`src/design/utf8enc_pkg.sv`:
```
// Types, constants and the encoding function of the UTF-8 code point encoder.
package utf8enc_pkg;

	localparam int CP_W        = 32;
	localparam int BYTE_W      = 8;
	localparam int LEN_W       = 3;
	localparam int MAX_BYTES   = 4;
	localparam int IDX_W       = $clog2(MAX_BYTES);
	localparam int OUT_TDATA_W = 16;
	localparam int OUT_PAD_W   = OUT_TDATA_W - BYTE_W - LEN_W;

	typedef logic [BYTE_W-1:0] byte_t;
	typedef logic [CP_W-1:0]   cp_t;
	typedef logic [LEN_W-1:0]  len_t;

	localparam len_t LEN_0 = 3'd0;
	localparam len_t LEN_1 = 3'd1;
	localparam len_t LEN_2 = 3'd2;
	localparam len_t LEN_3 = 3'd3;
	localparam len_t LEN_4 = 3'd4;
	localparam len_t LEN_5 = 3'd5;
	localparam len_t LEN_6 = 3'd6;

	localparam byte_t LEAD_2B = 8'hC0;
	localparam byte_t LEAD_3B = 8'hE0;
	localparam byte_t LEAD_4B = 8'hF0;
	localparam byte_t CONT_B  = 8'h80;

	localparam cp_t MAX_1B      = 32'h0000_007F;
	localparam cp_t MAX_2B      = 32'h0000_07FF;
	localparam cp_t MAX_3B      = 32'h0000_FFFF;
	localparam cp_t MAX_4B      = 32'h001F_FFFF;
	localparam cp_t MAX_5B      = 32'h03FF_FFFF;
	localparam cp_t MAX_6B      = 32'h7FFF_FFFF;
	localparam cp_t MAX_SCALAR  = 32'h0010_FFFF;
	localparam cp_t NONCHAR_LO  = 32'h0000_FFFE;
	localparam cp_t NONCHAR_HI  = 32'h0000_FFFF;

	typedef struct packed {
		byte_t [MAX_BYTES-1:0] bytes;
		logic [IDX_W-1:0]      last_idx;
		logic                  invalid;
		len_t                  len;
	} enc_t;

	function automatic len_t length_of(input cp_t cp);
		len_t len;
		if (cp <= MAX_1B) begin
			len = LEN_1;
		end else if (cp <= MAX_2B) begin
			len = LEN_2;
		end else if (cp <= MAX_3B) begin
			len = LEN_3;
		end else if (cp <= MAX_4B) begin
			len = LEN_4;
		end else if (cp <= MAX_5B) begin
			len = LEN_5;
		end else if (cp <= MAX_6B) begin
			len = LEN_6;
		end else begin
			len = LEN_0;
		end
		return len;
	endfunction

	function automatic enc_t encode(input cp_t cp);
		enc_t e;
		len_t len;
		len = length_of(cp);
		e = '0;
		e.len = len;
		if ((len inside {LEN_0, LEN_5, LEN_6}) || (cp inside {NONCHAR_LO, NONCHAR_HI})
				|| (cp > MAX_SCALAR)) begin
			e.invalid = 1'b1;
		end else begin
			case (len)
				LEN_1: begin
					e.bytes[0] = {1'b0, cp[6:0]};
				end
				LEN_2: begin
					e.bytes[0] = LEAD_2B | {3'b000, cp[10:6]};
					e.bytes[1] = CONT_B | {2'b00, cp[5:0]};
					e.last_idx = IDX_W'(1);
				end
				LEN_3: begin
					e.bytes[0] = LEAD_3B | {4'b0000, cp[15:12]};
					e.bytes[1] = CONT_B | {2'b00, cp[11:6]};
					e.bytes[2] = CONT_B | {2'b00, cp[5:0]};
					e.last_idx = IDX_W'(2);
				end
				LEN_4: begin
					e.bytes[0] = LEAD_4B | {5'b00000, cp[20:18]};
					e.bytes[1] = CONT_B | {2'b00, cp[17:12]};
					e.bytes[2] = CONT_B | {2'b00, cp[11:6]};
					e.bytes[3] = CONT_B | {2'b00, cp[5:0]};
					e.last_idx = IDX_W'(3);
				end
				default: begin
					e.invalid = 1'b1;
				end
			endcase
		end
		return e;
	endfunction

endpackage

```
`src/design/utf8_code_point_encoder.sv`:
```
// Top level of the UTF-8 code point encoder: input register, byte sequencer, result register.
//
// One 32-bit code point enters per beat on the s_axis channel. Each valid point
// leaves as 1 to 4 beats on the m_axis channel, lead byte first, tlast on the
// final byte. A rejected point (noncharacter, beyond 0x10FFFF, 5/6-byte form or
// above 0x7FFFFFFF) leaves as one beat with tuser set, byte zero and tlast set.
// m_axis_tdata carries the byte and the range length on every beat.
// The code point passes the input register and then the result register; the
// first byte is valid on m_axis once the result register has loaded it.
// Throughput: one output beat per cycle while m_axis_tready is high; a point
// holds the input register until its last byte is loaded into the result
// register, so single-byte points stream at one per cycle. The result
// register drains while the next point is already accepted.
// Reset clears the input and result valid flags; nothing carries across points.
// When the receiver stalls, the result register holds its beat and the input
// register holds the pending point, so s_axis_tready drops after one point.
module utf8_code_point_encoder (
	input  logic                               clk,
	input  logic                               arst_n,
	input  logic                               s_axis_tvalid,
	output logic                               s_axis_tready,
	input  logic [utf8enc_pkg::CP_W-1:0]        s_axis_tdata,  // [31:0] code_point
	output logic                               m_axis_tvalid,
	input  logic                               m_axis_tready,
	output logic [utf8enc_pkg::OUT_TDATA_W-1:0] m_axis_tdata,  // [7:0] out_byte, [10:8] byte_count
	output logic                               m_axis_tlast,
	output logic                               m_axis_tuser   // [0] invalid
);
	import utf8enc_pkg::*;

	logic             valid_s1;
	cp_t              cp_s1;
	logic [IDX_W-1:0] idx_s1;
	enc_t             enc;
	logic             sel_last;
	logic             out_load;
	logic             in_fire;
	logic             tvalid_q;
	byte_t            byte_q;
	len_t             cnt_q;
	logic             last_q;
	logic             inv_q;

	assign enc           = encode(cp_s1);
	assign sel_last      = (idx_s1 == enc.last_idx);
	assign out_load      = valid_s1 && (!tvalid_q || m_axis_tready);
	assign s_axis_tready = !valid_s1 || (out_load && sel_last);
	assign in_fire       = s_axis_tvalid && s_axis_tready;

	always_ff @(posedge clk or negedge arst_n) begin
		if (!arst_n) begin
			valid_s1 <= 1'b0;
			idx_s1   <= '0;
		end else begin
			if (out_load) begin
				idx_s1 <= idx_s1 + IDX_W'(1);
				if (sel_last) begin
					valid_s1 <= 1'b0;
				end
			end
			if (in_fire) begin
				valid_s1 <= 1'b1;
				idx_s1   <= '0;
			end
		end
	end

	always_ff @(posedge clk) begin
		if (in_fire) begin
			cp_s1 <= s_axis_tdata;
		end
	end

	always_ff @(posedge clk or negedge arst_n) begin
		if (!arst_n) begin
			tvalid_q <= 1'b0;
		end else if (out_load) begin
			tvalid_q <= 1'b1;
		end else if (m_axis_tready) begin
			tvalid_q <= 1'b0;
		end
	end

	always_ff @(posedge clk) begin
		if (out_load) begin
			byte_q <= enc.bytes[idx_s1];
			cnt_q  <= enc.len;
			last_q <= sel_last;
			inv_q  <= enc.invalid;
		end
	end

	assign m_axis_tvalid = tvalid_q;
	assign m_axis_tdata  = {{OUT_PAD_W{1'b0}}, cnt_q, byte_q};
	assign m_axis_tlast  = last_q;
	assign m_axis_tuser  = inv_q;

endmodule

```
`config.mk`:
```
export PLATFORM = sky130hd
export DESIGN_NAME = utf8_code_point_encoder
export DESIGN_NICKNAME = d
export VERILOG_FILES = /design/src/design/utf8enc_pkg.sv /design/src/design/utf8_code_point_encoder.sv
export SDC_FILE = /design/constraint.sdc
export NUM_CORES = 1
export LEC_CHECK = 0
export BUFFER_PORTS_ARGS = -buffer_cell sky130_fd_sc_hd__buf_4
export CORE_AREA = 2 2 77 86
export CTS_CLUSTER_SIZE = 12
export DETAILED_ROUTE_END_ITERATION = 16
export DIE_AREA = 0 0 79 88
export PLACE_DENSITY = 0.62
export SKIP_LAST_GASP = 1
export SYNTH_ARGS = -nofsm -noshare
export SYNTH_HDL_FRONTEND = slang
export SYNTH_SLANG_ARGS = --single-unit
```
`constraint.sdc`:
```
create_clock -name clk -period 3.6 [get_ports clk]
set_input_delay 0.72 -clock clk [delete_from_list [all_inputs] [get_ports clk]]
set_output_delay 0.72 -clock clk [all_outputs]
set_load 0.05 [all_outputs]
```
==> flow_summary.yaml, run 1 <==
status:
  status: "finished, final reports clean"
route:
  ant_nets: 0
  wl_per_cell_microns: 15.2
  routed_wl_mm: 5.12
  route.vias.total: 1845
  drt-initial-drc-count: 311
  dr.pass1.iters: 4
  viasPerCell: 5.47
  drc: 0
power:
  vdd_ir_drop_max_v: 0.000283
  p_total_mw: 1.92
  powerDensity_nw_per_um2: 644
  p_leak_nw: 1.05
timing:
  min_period_ps: 3430
  setup_viol: 0
  hold_violations: 0
  rsz0062_at_grt: "no"
  finalClockSkew_ps: 6.34
  slew_headroom_pct: 47.5
  post-route-period-util_pct: 95.3
  fmax_ghz: 0.291
  tns_ps: 0
  slew_viol_final: 0
  worst_pin_slew_ps: 781
synth:
  synth_warnings: 0
  synth_edf_count: 45
  syn_area_sq_um: 2380
  synth_ff_type: "edfxtp_1"
  synthDistinctLibCells: 44
  synthArstFlopShare_pct: 8.16
  synthCells: 199
  ys_ff_latch: 49
  ys_seq_area_share_pct: 61.0
  syn_area_per_cell_sq_um: 12.0
clock_tree:
  cts_root_buf: "clkbuf_8"
  cts_inserted_buffers: 5
  hold_buffers: 0
  clock-sinks: 49
  cts_max_path_buffers: 2
  h-tree-depth: 2
  cts_tree: "yes"
  clkSlewWorstSetupHoldPaths_ps: 90
  clock_latency_ps: 300
finish:
  antenna_cells: 0
  fin_area_sq_um: 2980
  multi_input_area_sq_um: 871
  drive_above_1_share_pct: 29.2
  fillers: 566
  area_growth_pct: 25.4
  seq_area_sq_um: 1450
  nNetsFinal: 292
global_routing:
  antenna_found_initial: 0
  grt_pass1_vias: 1647
  grt_overflow: 0
  grt_pass1_wl_mm: 8.26
  grt_use_total_pct: 15.7
  grt_start_max_net_pins: 33
worst_setup_path:
  critPathKind: "register to output pin"
  worst_r2r_path_depth: 7
  worstPathRequired_ps: 2880
  r2r_start: "cp_s1[16]"
  crit_arrival_ps: 2710
  worstReg2RegEnd: "cp_s1[2]"
  reg2reg_setup_slack_ps: 670
  start_kind: "register"
  cp-end-kind: "output pin"
  crit_path_max_fanout: 12
floorplanning:
  initial_core_util_pct: 39.1
  core.rowCount: 30
  dieArea_sq_um: 6950
  core-area_sq_um: 6080
  die_y_microns: 88
  die_w_microns: 79
  io_pins: 56
place:
  dpl.hpwl_mm: 3.86
  dpl_cell_area_sq_um: 2860
  place.port_buffers: 50
  gp_congestion: 0.885
flow_run:
  cap_viol_max_count: 0
min_path:
  hold_class: "primary input to asynchronous set/reset pin"
synthesized netlist by cell type, drive strengths merged (3+ instances only):
cell | n | share of area, %
edfxtp | 45 | 57
nor2 | 21 | 3.3
a21oi | 12 | 2.5
nand2 | 12 | 1.9
a221oi | 10 | 3.9
o21ai | 9 | 1.9
buf | 7 | 2.0
nor4 | 7 | 3.0
o2bb2ai | 7 | 2.6
a31oi | 5 | 1.3
inv | 5 | 0.79
nand4 | 5 | 1.3
nor3 | 5 | 1.1
a211oi | 4 | 1.3
clkbuf | 4 | 0.63
dfrtp | 4 | 4.2
nand2b | 4 | 1.1
nand3 | 4 | 0.84
and2 | 3 | 0.79
and4 | 3 | 1.1
layout make-up:
class,count,area share [%]
Sequential cell,49,48.7
Multi-Input combinational cell,137,29.2
Timing Repair Buffer,57,14.3
Tap cell,80,3.36
Clock buffer,5,2.31
Clock inverter,3,1.38
Inverter,6,0.755
repair_timing:
item                       in CTS  in global routing
setup buffers                   0                  1
setup endpoints to repair       0                  1
resized for setup               0                  2
layout by cell type, fill, tap and decap left out, types with 7 or more instances in the layout:
| master | instances |
|---|---|
| edfxtp_1 | 45 |
| o21ai_0 | 8 |
| a21oi_1 | 12 |
| o2bb2ai_1 | 7 |
| nand2_1 | 12 |
| a221oi_1 | 9 |
| nor2_1 | 20 |
| buf_4 | 57 |
state kept, by name (all words and copies together), names as in the netlist:
register,cells
cnt_q,3
cp_s1,32
idx_s1,2
byte_q,8
valid_s1,1
m_axis_tlast,1
m_axis_tuser,1
m_axis_tvalid,1
critical path, stage by stage (launching register included):
cell and delay (ps):
edfxtp_1 430, or4_4 570, or2_4 330, o41ai_1 350, nand3_1 150, o21a_1 250
o21ai_1 130, buf_4 210
worst max-delay path by stage:
stage / from / endpoint / slack (ps) / cells after the start
floorplan: cp_s1[17] / s_axis_tready / 240 / 6
global placement: cp_s1[17] / s_axis_tready / 450 / 7
detailed placement: cp_s1[17] / s_axis_tready / 450 / 7
CTS: cp_s1[17] / s_axis_tready / 80 / 7
global route: cp_s1[17] / s_axis_tready / 30 / 7
finish: cp_s1[16] / s_axis_tready / 170 / 7
stage by stage:
stage / hold WS, ps / setup slack, ps / instances / utilization, %
after global placement: 517 / 455 / 328 / 47.0
final: 200 / 169 / 337 / 49.1
after global routing: 183 / 32.5 / 337 / 49.1
after detailed placement: 521 / 447 / 328 / 47.0
after floorplan: 424 / 243 / 203 / -
after CTS: 193 / 79.9 / 336 / 48.8
kinds of logic after synthesis:
logic type	after synthesis	synth area share, %
mux	1	0.421
other cells	1	0.158
simple gates	71	16.6
compound gates	60	18.2
buf+inv	17	3.58
flops	49	61.0
layer usage:
| metal | share of wire, % | global-route usage (%) | wire (microns) |
|---|---|---|---|
| met1 | 44 | 21.0 | 2240 |
| met2 | 48 | 24.7 | 2460 |
| met3 | 6.2 | 3.61 | 316 |
| met4 | 2.0 | 6.43 | 105 |
| met5 | 0 | 0 | 0 |
report_power, final:
group          leakage (nW)  internal, mW  switching [mW]
sequential            0.464         0.790           0.102
combinational         0.533         0.223           0.428
clock                0.0518         0.204           0.175
total                  1.05          1.22           0.705
(Power assumes the default switching activity.)
==> run 2, diff against run 1 <==
--- a/config.mk
+++ b/config.mk
@@ -11,6 +11,7 @@
 export DETAILED_ROUTE_END_ITERATION = 16
 export DIE_AREA = 0 0 79 88
 export PLACE_DENSITY = 0.62
+export RECOVER_POWER = 100
 export SKIP_LAST_GASP = 1
 export SYNTH_ARGS = -nofsm -noshare
 export SYNTH_HDL_FRONTEND = slang
==> run 2 against run 1 <==
Against the previous run:
- power is 2.4% lower
- flip-flop and latch count stayed put
- setup slack better by 7.6 ps
- sequential power hardly changed
- fmax is 0.22% higher
- final area is 2.5% lower
- hold slack better by 35 ps
- non-clock buffer count stayed put
- clock power hardly changed
- critical path type unchanged
- critical endpoint unchanged
- largest cell class unchanged
==> flow_summary.yaml, run 2 (same netlist as run 1, synthesis figures left out) <==
clock_tree:
  cts_max_path_buffers: 2
  clkSlewWorstSetupHoldPaths_ps: 80
  hold_buffers: 0
  h-tree-depth: 2
  clock-sinks: 49
  cts_root_buf: "clkbuf_8"
  cts_tree: "yes"
  clock_latency_ps: 300
  cts_inserted_buffers: 5
finish:
  mostFrequentLayoutCell: "edfxtp_1"
  fin_util_pct: 47.8
  top_register: "cp_s1"
  area_growth_pct: 22.3
  nNetsFinal: 292
  drive_above_1_share_pct: 22.2
  antenna_cells: 0
  final_cells: 337
  final_cell_mix: "edfxtp_1 (45), clkbuf_4 (33), nor2_1 (20)"
  largest_reg_flops: 32
  largestRegisters: "cp_s1 x32, byte_q x8, cnt_q x3"
power:
  power.net_switching_mw: 0.703
  p_clk_share_pct: 20.3
  pwr-share-seq_pct: 47.6
  p_leak_nw: 0.977
  vdd_ir_drop_max_v: 0.000256
  combPwrFrac_pct: 32.2
  swShare_pct: 37.5
  p_total_mw: 1.88
  powerDensity_nw_per_um2: 645
  power.internal_mw: 1.17
global_routing:
  antenna_found_initial: 0
  grt_pass1_wl_mm: 8.26
  grt_use_total_pct: 15.7
  grt_start_max_net_pins: 33
  grt_overflow: 0
  grt_pass1_vias: 1647
timing:
  post-route-period-util_pct: 95.1
  tns_ps: 0
  setup_viol: 0
  finalClockSkew_ps: 5.73
  rsz0062_at_grt: "no"
  worst_pin_slew_ps: 840
  slew_viol_final: 0
  fmax_ghz: 0.292
  min_period_ps: 3420
  slew_headroom_pct: 43.9
  hold_violations: 0
route:
  ant_nets: 0
  drt-initial-drc-count: 283
  route.vias.total: 1864
  viasPerCell: 5.53
  routed_wl_mm: 5.18
  dr.pass1.iters: 4
  wl_per_cell_microns: 15.4
  drc: 0
worst_setup_path:
  start_kind: "register"
  worstPathRequired_ps: 2880
  crit_arrival_ps: 2700
  critPathKind: "register to output pin"
  cp-end-kind: "output pin"
  reg2reg_setup_slack_ps: 410
  crit_path_max_fanout: 12
status:
  status: "finished, final reports clean"
place:
  place.port_buffers: 50
  gp_congestion: 0.885
  dp.cells: 328
  dpl.hpwl_mm: 3.86
floorplanning:
  initial_core_util_pct: 39.1
  die_w_microns: 79
  io_pins: 56
  dieArea_sq_um: 6950
  core.rowCount: 30
  core-area_sq_um: 6080
  die_y_microns: 88
min_path:
  hold_class: "primary input to asynchronous set/reset pin"
flow_run:
  cap_viol_max_count: 0
-- run 2: changes by cell type in the layout (fill, tap and decap cells not counted) --
cell / previous run / this run
clkbuf_2: 0 / 1
nor4_2: 2 / 1
nor4_1: 4 / 5
clkbuf_1: 0 / 16
a221oi_2: 1 / 0
and2_0: 0 / 1
a221oi_1: 9 / 10
clkbuf_4: 0 / 33
and2_1: 3 / 2
buf_4: 57 / 7
-- run 2: per-layer routing --
metal | vias to the layer above | share of wire, % | track usage, %
met4 | 0 | 1.5 | 6.43
met2 | 78 | 48 | 24.7
met3 | 6 | 6.7 | 3.61
li1 | 894 | - | -
met5 | - | 0 | 0
met1 | 886 | 44 | 21.0
-- run 2: area by class of cell --
| cell class | instances | area (sq um) |
|---|---|---|
| fill | 572 | 3170 |
| sequential | 49 | 1450 |
| multi-input combinational | 137 | 858 |
| timing repair buffer | 57 | 365 |
| tap | 80 | 100 |
| clock buffer | 5 | 68.8 |
| clock inverter | 3 | 41.3 |
| inverter | 6 | 22.5 |
-- run 2: what timing repair did --
item | CTS | global route
gates resized for setup | 0 | 2
endpoints found under the setup margin | 0 | 1
setup buffers | 0 | 1
hold endpoints to repair | 0 | 0
-- run 2: worst max-delay path: stages, from the launching register on --
cell and delay (ps):
edfxtp_1 410, or4_4 590, or2_4 320, o41ai_1 350
nand3_1 140, o21a_1 250, o21ai_1 120, buf_4 210
-- run 2: metrics by stage --
stage | worst slack [ps] | area, sq um | hold WS [ps]
finish | 176 | 2910 | 235
global route | 32.5 | 2910 | 239
CTS | 79.9 | 2970 | 193
detailed placement | 447 | 2860 | 521
global placement | 455 | 2860 | 517
floorplan | 243 | 2400 | 424
-- run 2: final timing paths --
check	end	depth (start not counted)	start
hold / removal	m_axis_tvalid	1	arst_n
min in group clk	cp_s1[14]	1	s_axis_tdata[14]
setup reg to reg	cp_s1[2]	7	cp_s1[17]
hold reg to reg	m_axis_tvalid	2	m_axis_tvalid
max in group asynchronous	idx_s1[1]	1	arst_n
setup / recovery	s_axis_tready	7	cp_s1[17]
-- run 2: power groups by stage --
| stage | clock, mW | sequential (mW) | combinational [mW] |
|---|---|---|---|
| final | 0.380 | 0.892 | 0.604 |
| after global routing | 0.421 | 0.906 | 0.654 |
| after CTS | 0.398 | 0.890 | 0.652 |
| after detailed placement | 0 | 0.903 | 0.649 |
| after global placement | 0 | 0.903 | 0.652 |
| after floorplan | 0 | 1.02 | 0.326 |
==> run 3, diff against run 2 <==
--- a/config.mk
+++ b/config.mk
@@ -5,12 +5,13 @@
 export SDC_FILE = /design/constraint.sdc
 export NUM_CORES = 1
 export LEC_CHECK = 0
-export BUFFER_PORTS_ARGS = -buffer_cell sky130_fd_sc_hd__buf_4
 export CORE_AREA = 2 2 77 86
 export CTS_CLUSTER_SIZE = 12
 export DETAILED_ROUTE_END_ITERATION = 16
 export DIE_AREA = 0 0 79 88
-export PLACE_DENSITY = 0.62
+export DONT_BUFFER_PORTS = 1
+export HOLD_SLACK_MARGIN = 0.05
+export PLACE_DENSITY = 0.53
 export RECOVER_POWER = 100
 export SKIP_LAST_GASP = 1
 export SYNTH_ARGS = -nofsm -noshare
==> constraint.sdc (replaced) <==
create_clock -name clk -period 3.6 [get_ports clk]
set_input_delay 1.08 -clock clk [delete_from_list [all_inputs] [get_ports clk]]
set_output_delay 1.08 -clock clk [all_outputs]
set_load 0.05 [all_outputs]
==> run 3 against run 2 <==
Against the previous run:
- clock skew decreased by 2.1 ps
- highest routed layer unchanged
- non-clock buffer count decreased by 35
- critical path type unchanged
- final cell count is 11% lower
- sequential power rose by 19%
- final area down 7.1%
==> flow_summary.yaml, run 3 (same netlist as run 1, synthesis figures left out) <==
global_routing:
  antenna_found_initial: 0
  grt_pass1_vias: 1809
  grt_use_total_pct: 18.0
  grt_overflow: 0
  grt_start_max_net_pins: 33
  grt_pass1_wl_mm: 9.33
power:
  p_total_mw: 1.83
  pwr-share-seq_pct: 57.6
  p_clk_share_pct: 16.5
  combPwrFrac_pct: 25.9
  p_leak_nw: 0.866
  swShare_pct: 39.5
  vdd_ir_drop_max_v: 0.000289
  power.internal_mw: 1.11
  power.net_switching_mw: 0.724
  powerDensity_nw_per_um2: 679
worst_setup_path:
  critPathSlowestCell: "or4_4"
  worst_r2r_path_depth: 8
  crit_start: "cp_s1[17]"
  max_stage_delay_ps: 580
  crit_end: "s_axis_tready"
  reg2reg_setup_slack_ps: 430
  critPathBufInv: 1
  crit_family: "simple AND/OR/NAND/NOR gates"
  worstPathRequired_ps: 2520
  cp.depth: 7
  crit_path_cell_trace: "or4_4, or2_4, o41ai_4, nand3_1, o21a_1, o21ai_2, buf_6"
  critPathKind: "register to output pin"
  start_kind: "register"
  cp-end-kind: "output pin"
  r2r_start: "cp_s1[17]"
  worstReg2RegEnd: "cp_s1[6]"
  crit_arrival_ps: 2490
  crit_path_max_fanout: 5
finish:
  largestRegisters: "cp_s1 x32, byte_q x8, cnt_q x3"
  fin_area_sq_um: 2700
  nNetsFinal: 257
  final_cell_mix: "edfxtp_1 (45), nor2_1 (21), buf_4 (19)"
  final_cells: 301
  antenna_cells: 0
  mostFrequentLayoutCell: "edfxtp_1"
  fin_util_pct: 44.4
  top_register: "cp_s1"
  largest_reg_flops: 32
  drive_above_1_share_pct: 17.2
  area_growth_pct: 13.6
floorplanning:
  die_y_microns: 88
  io_pins: 56
  core-area_sq_um: 6080
  core.rowCount: 30
  dieArea_sq_um: 6950
  initial_core_util_pct: 39.1
  die_w_microns: 79
timing:
  min_period_ps: 3570
  hold_violations: 0
  worst_pin_slew_ps: 940
  rsz0062_at_grt: "yes"
  setup_viol: 0
  slew_viol_final: 0
  finalClockSkew_ps: 3.64
  fmax_ghz: 0.280
  tns_ps: 0
  post-route-period-util_pct: 99.2
  slew_headroom_pct: 37.3
clock_tree:
  clkSlewWorstSetupHoldPaths_ps: 80
  cts_max_path_buffers: 2
  clock_latency_ps: 300
  clock-sinks: 49
  cts_tree: "yes"
  cts_root_buf: "clkbuf_8"
  hold_buffers: 0
  cts_inserted_buffers: 5
  h-tree-depth: 2
min_path:
  hold_class: "primary input to asynchronous set/reset pin"
place:
  dp.cells: 288
  place.port_buffers: 0
  dpl_cell_area_sq_um: 2560
  gp_congestion: 0.896
  dpl.hpwl_mm: 4.51
route:
  met3_length_microns: 435
  wl_met1_mm: 2.39
  dr.pass1.iters: 4
  drc: 0
  ant_nets: 0
  highest_layer: "met4"
  wl_per_cell_microns: 19.9
  routed_wl_mm: 5.99
  wl_met2_mm: 3.02
  drt-initial-drc-count: 242
  viasPerCell: 5.93
  route.vias.total: 1785
status:
  status: "finished, final reports clean"
flow_run:
  cap_viol_max_count: 0
==> run 3: layout make-up <==
| class | instances | area, sq um |
|---|---|---|
| multi-input cells | 137 | 885 |
| clock buffers | 5 | 68.8 |
| well taps | 80 | 100 |
| repair buffers | 22 | 163 |
| flip-flops and latches | 49 | 1450 |
| fillers | 601 | 3380 |
| clock inverters | 2 | 11.3 |
| inverters | 6 | 22.5 |
==> run 3: routing by layer <==
layer,global-route usage (%),vias to the layer above
li1,-,824
met1,22.0,863
met2,31.1,88
met3,3.92,10
met4,6.90,0
met5,0,-
==> run 3: worst min path at each step <==
| stage | to | cells after the start | from | slack (ps) |
|---|---|---|---|---|
| floorplan | idx_s1[0] | 2 | idx_s1[0] | 560 |
| global placement | m_axis_tvalid | 1 | valid_s1 | 600 |
| detailed placement | m_axis_tvalid | 1 | valid_s1 | 630 |
| CTS | m_axis_tvalid | 0 | arst_n | 460 |
| global route | m_axis_tvalid | 0 | arst_n | 450 |
| finish | m_axis_tvalid | 0 | arst_n | 470 |
==> run 3: metrics by stage <==
stage / setup slack [ps] / hold WS [ps]
final: 29.8 / 465
after floorplan: -117 / 558
after global routing: -106 / 448
after detailed placement: 117 / 628
after global placement: 189 / 602
after CTS: -7.08 / 459
==> run 3: repair_timing <==
item	CTS	global route
pin swaps	6	3
resized for setup	4	1
setup endpoints to repair	1	1
setup buffers	4	2
==> run 3: power groups by stage <==
stage / Combinational, mW / Sequential [mW] / Clock (mW)
after floorplan: 0.326 / 1.02 / 0
after global placement: 0.433 / 1.06 / 0
after detailed placement: 0.438 / 1.07 / 0
after CTS: 0.468 / 1.06 / 0.314
after global routing: 0.520 / 1.07 / 0.335
final: 0.475 / 1.06 / 0.302
